==> src/rtl/core/epg_pkg.sv <==
// ----------------------------------------------------------------------------
// Ellipse phantom package
// Shared widths, constants, the ellipse table and the lane interface types.
// ----------------------------------------------------------------------------
package epg_pkg;

   // Field and register widths
   localparam int ROW_W       = 12;
   localparam int DIM_W       = 13;
   localparam int SPACING_W   = 16;
   localparam int VALUE_W     = 16;
   localparam int CSR_INDEX_W = 8;
   localparam int CSR_DATA_W  = 16;

   // Datapath widths
   localparam int OFFS_W  = 28;               // centred offset, units of 1e-4 half-pixel
   localparam int AREA_W  = DIM_W + SPACING_W; // size times spacing
   localparam int PROD_W  = 44;               // offset times spacing
   localparam int DEN_W   = 42;               // axis times size times spacing
   localparam int NUM_W   = 61;               // rotated numerator
   localparam int MAG_W   = 60;               // numerator magnitude
   localparam int REM_W   = 58;               // divider remainder and divisor
   localparam int QUO_W   = 30;               // Q2.28 ratio
   localparam int SQ_W    = 60;               // squared ratio, Q4.56
   localparam int GRAY_W  = 8;

   localparam int TABLE_SIZE    = 10;
   localparam int MAX_DIMENSION = 4096;
   localparam int FRAC_BITS     = 28;
   localparam int DEN_SHIFT     = REM_W - DEN_W;

   // Trig constants, Q1.16
   localparam logic signed [17:0] ONE_Q16   = 18'sd65536;
   localparam logic signed [17:0] COS18_Q16 = 18'sd62329;
   localparam logic signed [17:0] SIN18_Q16 = 18'sd20252;

   // 1 + 1e-6 in Q4.56
   localparam logic [SQ_W:0] INSIDE_LIMIT = (61'd1 << 56) + 61'd72057594038;

   // Output scaling: tenths to Q4.12 via reciprocal of five
   localparam logic [17:0] RECIP5      = 18'd209716;
   localparam int          RECIP_SHIFT = 20;

   // Stage counts
   localparam int LANE_LATENCY  = 35;
   localparam int SHADE_LATENCY = 3;

   typedef enum logic [CSR_INDEX_W-1:0] {
      CSR_COLUMNS   = 8'd0,
      CSR_ROWS      = 8'd1,
      CSR_SPACING_H = 8'd2,
      CSR_SPACING_V = 8'd3
   } csr_index_type;

   typedef enum logic [1:0] {
      ROT_NONE,
      ROT_POS,
      ROT_NEG
   } rot_type;

   typedef struct packed {
      logic [13:0]              ax;
      logic [13:0]              ay;
      logic signed [15:0]       cx;
      logic signed [15:0]       cy;
      rot_type                  rot;
      logic signed [GRAY_W-1:0] gray;
   } shape_type;

   // Pixel position plus the configuration snapshot taken with it
   typedef struct packed {
      logic [ROW_W-1:0]     row;
      logic [ROW_W-1:0]     column;
      logic [DIM_W-1:0]     w;
      logic [DIM_W-1:0]     h;
      logic [SPACING_W-1:0] sx;
      logic [SPACING_W-1:0] sy;
   } geom_type;

   // Axes and centres in units of 1e-4, gray in tenths
   function automatic shape_type shape_of(input int idx);
      shape_type s;
      s = '0;
      case (idx)
         0: s = '{14'd6900, 14'd9200,  16'sd0,     16'sd0,     ROT_NONE,  8'sd20};
         1: s = '{14'd6624, 14'd8740,  16'sd0,    -16'sd184,   ROT_NONE, -8'sd10};
         2: s = '{14'd1100, 14'd3100,  16'sd2200,  16'sd0,     ROT_NEG,  -8'sd10};
         3: s = '{14'd1600, 14'd4100, -16'sd1800,  16'sd0,     ROT_POS,  -8'sd10};
         4: s = '{14'd2100, 14'd2500,  16'sd0,     16'sd2500,  ROT_NONE,  8'sd5};
         5: s = '{14'd460,  14'd460,   16'sd0,     16'sd1000,  ROT_NONE,  8'sd1};
         6: s = '{14'd460,  14'd460,   16'sd0,    -16'sd1000,  ROT_NONE,  8'sd1};
         7: s = '{14'd460,  14'd230,  -16'sd800,  -16'sd3050,  ROT_NONE,  8'sd2};
         8: s = '{14'd230,  14'd230,   16'sd0,    -16'sd3050,  ROT_NONE,  8'sd3};
         9: s = '{14'd230,  14'd460,   16'sd600,  -16'sd3050,  ROT_NONE, -8'sd2};
         default: s = '0;
      endcase
      return s;
   endfunction

endpackage

==> src/rtl/core/epg_shade.sv <==
// ----------------------------------------------------------------------------
// Gray value accumulator
// Sums the gray values of the hit ellipses and converts tenths to Q4.12.
// ----------------------------------------------------------------------------
module epg_shade #(
   parameter int LANE_COUNT = 10
) (
   input  logic                                 clock,
   input  logic                                 enable,
   input  logic [LANE_COUNT-1:0]                hit,
   output logic signed [epg_pkg::VALUE_W-1:0]   gray_value
);
   import epg_pkg::*;

   localparam int PRODUCT_W = 36;

   logic signed [GRAY_W-1:0] total_in, total_ff;
   logic [GRAY_W-1:0]        mag;
   logic [17:0]              numer;
   logic [PRODUCT_W-1:0]     prod_ff;
   logic                     neg_ff;
   logic [VALUE_W-1:0]       quot;
   logic signed [VALUE_W-1:0] value_ff;

   // Add up the gray values of every hit
   always_comb begin
      total_in = '0;
      for (int k = 0; k < LANE_COUNT; k++) begin
         if (hit[k]) begin
            total_in = total_in + shape_of(k).gray;
         end
      end
   end

   // Magnitude times 2048/5, rounded
   assign mag   = total_ff[GRAY_W-1] ? GRAY_W'(-total_ff) : GRAY_W'(total_ff);
   assign numer = {mag[6:0], 11'b0} + 18'd2;
   assign quot  = prod_ff[RECIP_SHIFT +: VALUE_W];

   always_ff @(posedge clock) begin
      if (enable) begin
         total_ff <= total_in;
         prod_ff  <= PRODUCT_W'(numer) * PRODUCT_W'(RECIP5);
         neg_ff   <= total_ff[GRAY_W-1];
         value_ff <= neg_ff ? -$signed(quot) : $signed(quot);
      end
   end

   assign gray_value = value_ff;

endmodule

==> config.mk <==
export PLATFORM = sky130hd
export DESIGN_NAME = epg_shade
export DESIGN_NICKNAME = d
export VERILOG_FILES = /design/src/rtl/core/epg_pkg.sv /design/src/rtl/core/epg_shade.sv
export SDC_FILE = /design/constraint.sdc
export NUM_CORES = 1
export LEC_CHECK = 0
export BUFFER_PORTS_ARGS = -buffer_cell sky130_fd_sc_hd__buf_4
export CAP_MARGIN = 15
export CORE_ASPECT_RATIO = 0.8
export CORE_MARGIN = 2
export CORE_UTILIZATION = 63
export DETAILED_ROUTE_END_ITERATION = 12
export PLACE_DENSITY = 0.88
export SLEW_MARGIN = 10
export SYNTH_ARGS = -nofsm -noshare
export SYNTH_HDL_FRONTEND = slang
export SYNTH_SLANG_ARGS = --single-unit
==> constraint.sdc <==
create_clock -name clock -period 7.2 [get_ports clock]
set_clock_uncertainty 0.2 [all_clocks]
set_input_delay 1.44 -clock clock [delete_from_list [all_inputs] [get_ports clock]]
set_output_delay 1.44 -clock clock [all_outputs]
set_load 0.01 [all_outputs]
* Word level (Yosys, flattened, before mapping)
Index checks and enable logic that the tools add are counted.
** Storage, ports and cells
- Bits in registers :: 59
- Memory bits (read-only) :: 0
- Bits in writable memories :: 0
- Output and inout port bits :: 16
- Bits in latches :: 0
- Memories :: 0
- Word-level logic and storage cells :: 38
** Cells by class
- Muxes and demuxes :: 21
- Divide/modulo/power cells :: 0
- Multipliers :: 1
- $add $sub $neg :: 12
- Bitwise logic cells :: 0
- Equality and inequality tests :: 0
- Shift-type cells :: 0
- Reduce and logical (&&, ||, !) cells :: 0
- Magnitude comparators :: 0
** Operators with widths (count)
- $mux W8 :: 18
- $add A8 B8 Y8 :: 9
- $mul A18 B16 Y34 const B :: 1
- $add A18 B2 Y18 const B :: 1
- $mux W16 :: 1
- $neg A16 Y16 :: 1
- $mux W7 :: 1
- $neg A7 Y7 :: 1
- $mux W5 :: 1

* Longest topological paths before layout
- Word-level depth :: 19
- Depth in mapped cells :: 23
- Depth with buffers taken out :: 23

* Least setup slack after synthesis
OpenSTA, ideal clock, no wires.
- Path kind :: reg2reg
- Start :: reg total_ff[0]
- End :: reg prod_ff[35], data pin
- Buffers on the path :: 0
- Period minus slack after synthesis :: 5.856 ns
- Setup slack :: 1.344 ns
- Arrival time :: 5.396 ns
- Stages on the path, launching flop included :: 21
- Cell sequence :: edfxtp_1 > or3_1 > o31ai_1 > xnor2_1 > ha_1 > ha_1 > ha_1 > ha_1 > inv_1 > fa_1 > inv_1 > ha_1 > ha_1 > or4_1 > and4_1 > a41oi_1 > a211oi_1 > a41o_1 > nor2_1 > o21ai_0 > xnor2_1
** On the way
- Longest elaborated chain between the ends :: 4
** Ends and longest elaborated chain
- start: declaration :: RTL line epg_shade.sv:17 : logic signed [GRAY_W-1:0] total_in, total_ff;
- start signal: assignment :: RTL line epg_shade.sv:42 : total_ff <= total_in;
- $neg A7 Y7 :: RTL line epg_shade.sv:36 : assign mag = total_ff[GRAY_W-1] ? GRAY_W'(-total_ff) : GRAY_W'(total_ff);
- $mux W7 (*) :: RTL line epg_shade.sv:36
- $add A18 B2 Y18 (*) :: RTL line epg_shade.sv:37 : assign numer = {mag[6:0], 11'b0} + 18'd2;
- $mul A18 B16 Y34 (*) :: RTL line epg_shade.sv:43 : prod_ff <= PRODUCT_W'(numer) * PRODUCT_W'(RECIP5);
- end signal: assignment :: RTL line epg_shade.sv:43
- end: declaration :: RTL line epg_shade.sv:20 : logic [PRODUCT_W-1:0] prod_ff;
Every way passes the cells marked *; elsewhere a longest branch is shown, timed or not.
A chain may end at the register's enable or synchronous reset.

* Worst setup path after layout
Ends and elaborated chain as after synthesis.

==> impl_metrics.tcl <==
set metrics [dict create \
    synthMuxAreaShare_pct 1.96 \
    worstPathRequired_ns 7.05 \
    syn_area_um2 5170 \
    die_width_um 105 \
    fin_nets 664 \
    clock_path_buffers 2 \
    firstDrtPassIters 4 \
    yosysMostFrequentCell "ha_1" \
    wl_per_cell_um 15.1 \
    worst-path-max-fanout 8 \
    clk_pin_slew_ns 0.09 \
    rsz0062_at_grt "false" \
    fin_crit_ns 6.45 \
    design.core.area_um2 7950 \
    crit_path_start_kind "flip-flop" \
    vias 3581 \
    synthArstFlopShare_pct 0 \
    fmax_ghz 0.155 \
    finalSetupTns_ns 0 \
    critPathCaptureType "flip-flop" \
    synth_edf_count 41 \
    grt_pass1_wl_mm 16.4 \
    nFillCells 588 \
    cts_tree "built" \
    synthTopCellsByCount "109 x ha_1, 73 x inv_1, 44 x xnor2_1, 41 x edfxtp_1, 30 x nand2_1" \
    cts_hold_buffers 0 \
    cp.arrival_ns 6.30 \
    tightest_slew_ns 0.650 \
    drt.antenna.violating_nets 0 \
    dieArea_um2 8950 \
    start_util_pct 65.0 \
    io_pins 28 \
    gp_congestion 0.855 \
    yosys-top-cells-area "ha_1 26%, edfxtp_1 24%, fa_1 7.8%, xnor2_1 7.5%, inv_1 5.3%" \
    routed_via_density 5.67 \
    drc 0 \
    rows 29 \
    yosysTopAreaCellShare_pct 26.4 \
    ys_ff_latch 41 \
    insertion_delay_ns 0.30 \
    numCtsBuffers 5 \
    worst-setup-path-type "flip-flop to flip-flop" \
    syn_nets 635 \
    grt_pass1_vias 3547 \
    hold_viol 0 \
    syn_avg_cell_area_um2 10.5 \
    dieHeight_um 85.0 \
    cts_resized 0 \
    drt-initial-drc-count 172 \
    ys_warn_count 0 \
    synth-main-ff-cell "edfxtp_1" \
    drive_gt1_share_pct 12.2 \
    r2r-start "total_ff[0]" \
    grt-ovfl-total 0 \
    drv_slew 0 \
    area_growth_pct 8.14 \
    syn_inst 494 \
    htreeDepth 2 \
    setup_viol 0 \
    hold_class "flip-flop to flip-flop" \
    grt_usage_pct 22.7 \
    reg2reg_depth 20 \
    synth_compound_area_share_pct 9.61 \
    synth_adder_area_share_pct 34.5 \
    hold_depth 0 \
    antenna_cells 0 \
    outcome "finished, final reports clean" \
    startpoint "total_ff[0]" \
    maxSlewHeadroom_pct 56.4 \
    synthXorXnorAreaFrac_pct 13.7 \
    synth_seq_area_share_pct 23.8 \
    synthSimpleGateAreaFrac_pct 10.3 \
    yosysTopAreaCell "ha_1" \
    port_buffers 27 \
    antenna_found_initial 0 \
    dp_hpwl_mm 7.88 \
    min_from "prod_ff[20]" \
    cts.sinks 41 \
    routed_wl_mm 9.52 \
    postCtsSetupBuffers 0 \
    max_cap_viol_count 0 \
    root_buffer "clkbuf_8" \
    synth_top_family_by_area "adder cells" \
    grt_start_max_net_pins 42 \
    synth_cell_types 67 \
    layout_worst_path_cycle_share_pct 89.5 \
]
[placed cells by master (no fill, tap or decap), types with 5 or more instances in the layout]
cell	netlist	layout
a21oi_1	8	8
buf_4	0	28
clkbuf_8	0	5
edfxtp_1	41	41
fa_1	20	20
ha_1	109	109
inv_1	73	73
nand2_1	30	30
nand2b_1	9	9
nand3_1	5	5
nor2_1	17	17
nor3_1	9	9
o21ai_0	13	13
o31ai_1	7	7
xnor2_1	44	44
xor2_1	14	14
[area by class of cell]
cell class,count,area (µm²),area share (%)
tap,108,135,2.42
timing repair buffer,28,210,3.76
multi-input combinational,374,3620,64.8
clock buffer,5,68.8,1.23
inverter,73,274,4.90
clock inverter,3,46.3,0.829
sequential,41,1230,22.0
[worst max-delay path, stage by stage (launching register included)]
cell and delay (ns):
edfxtp_1 0.53, or3_1 0.41, o31ai_1 0.24, xnor2_1 0.33, ha_1 0.39, ha_1 0.30
ha_1 0.29, ha_1 0.27, inv_1 0.05, fa_1 0.54, inv_1 0.05, ha_1 0.29
ha_1 0.23, or4_1 0.53, and4_1 0.27, a41oi_1 0.32, a211oi_1 0.18, a41o_1 0.29
nor2_1 0.19, o21ai_0 0.15, xnor2_1 0.14
[sequential cells by signal (all words and copies together), names as in the netlist]
name,flops
gray_value,16
prod_ff,16
neg_ff,1
total_ff,8
[cell families after synthesis]
| logic type | after synthesis |
|---|---|
| AND/OR/NAND/NOR | 102 |
| flip-flops | 41 |
| XOR/XNOR | 68 |
| AO/OA/AOI/OAI | 64 |
| multiplexers | 9 |
| adder cells (fa/ha/maj) | 131 |
| buffers and inverters | 79 |
[worst paths after layout]
kind	end	slack, ns
worst max-delay path	prod_ff[35]	0.75
worst min-delay path	gray_value[0]	0.26
worst max register to register	prod_ff[35]	0.75
worst min register to register	gray_value[0]	0.26
[routing by layer]
layer / vias to the layer above / part of all wire, % / global-route usage, %
li1: 1786 / - / -
met1: 1726 / 46 / 30.2
met2: 60 / 50 / 40.2
met3: 9 / 3.3 / 3.07
met4: 0 / 0.83 / 4.12
met5: - / 0 / 0
[through the flow]
step | util (%) | hold WS (ns) | worst slack, ns | cell area [µm²] | cells
after floorplan | - | 0.226 | 1.34 | 5170 | 494
after detailed placement | 68.9 | 0.238 | 0.796 | 5470 | 624
final | 70.3 | 0.263 | 0.755 | 5590 | 632
after global placement | 68.9 | 0.239 | 1.02 | 5470 | 624
after global routing | 70.3 | 0.281 | 0.366 | 5590 | 632
after CTS | 70.3 | 0.271 | 0.759 | 5590 | 632
Power is left out: the tool's default activity adds up to more than one toggle a clock period on the data nets, which glitch-free logic cannot reach.
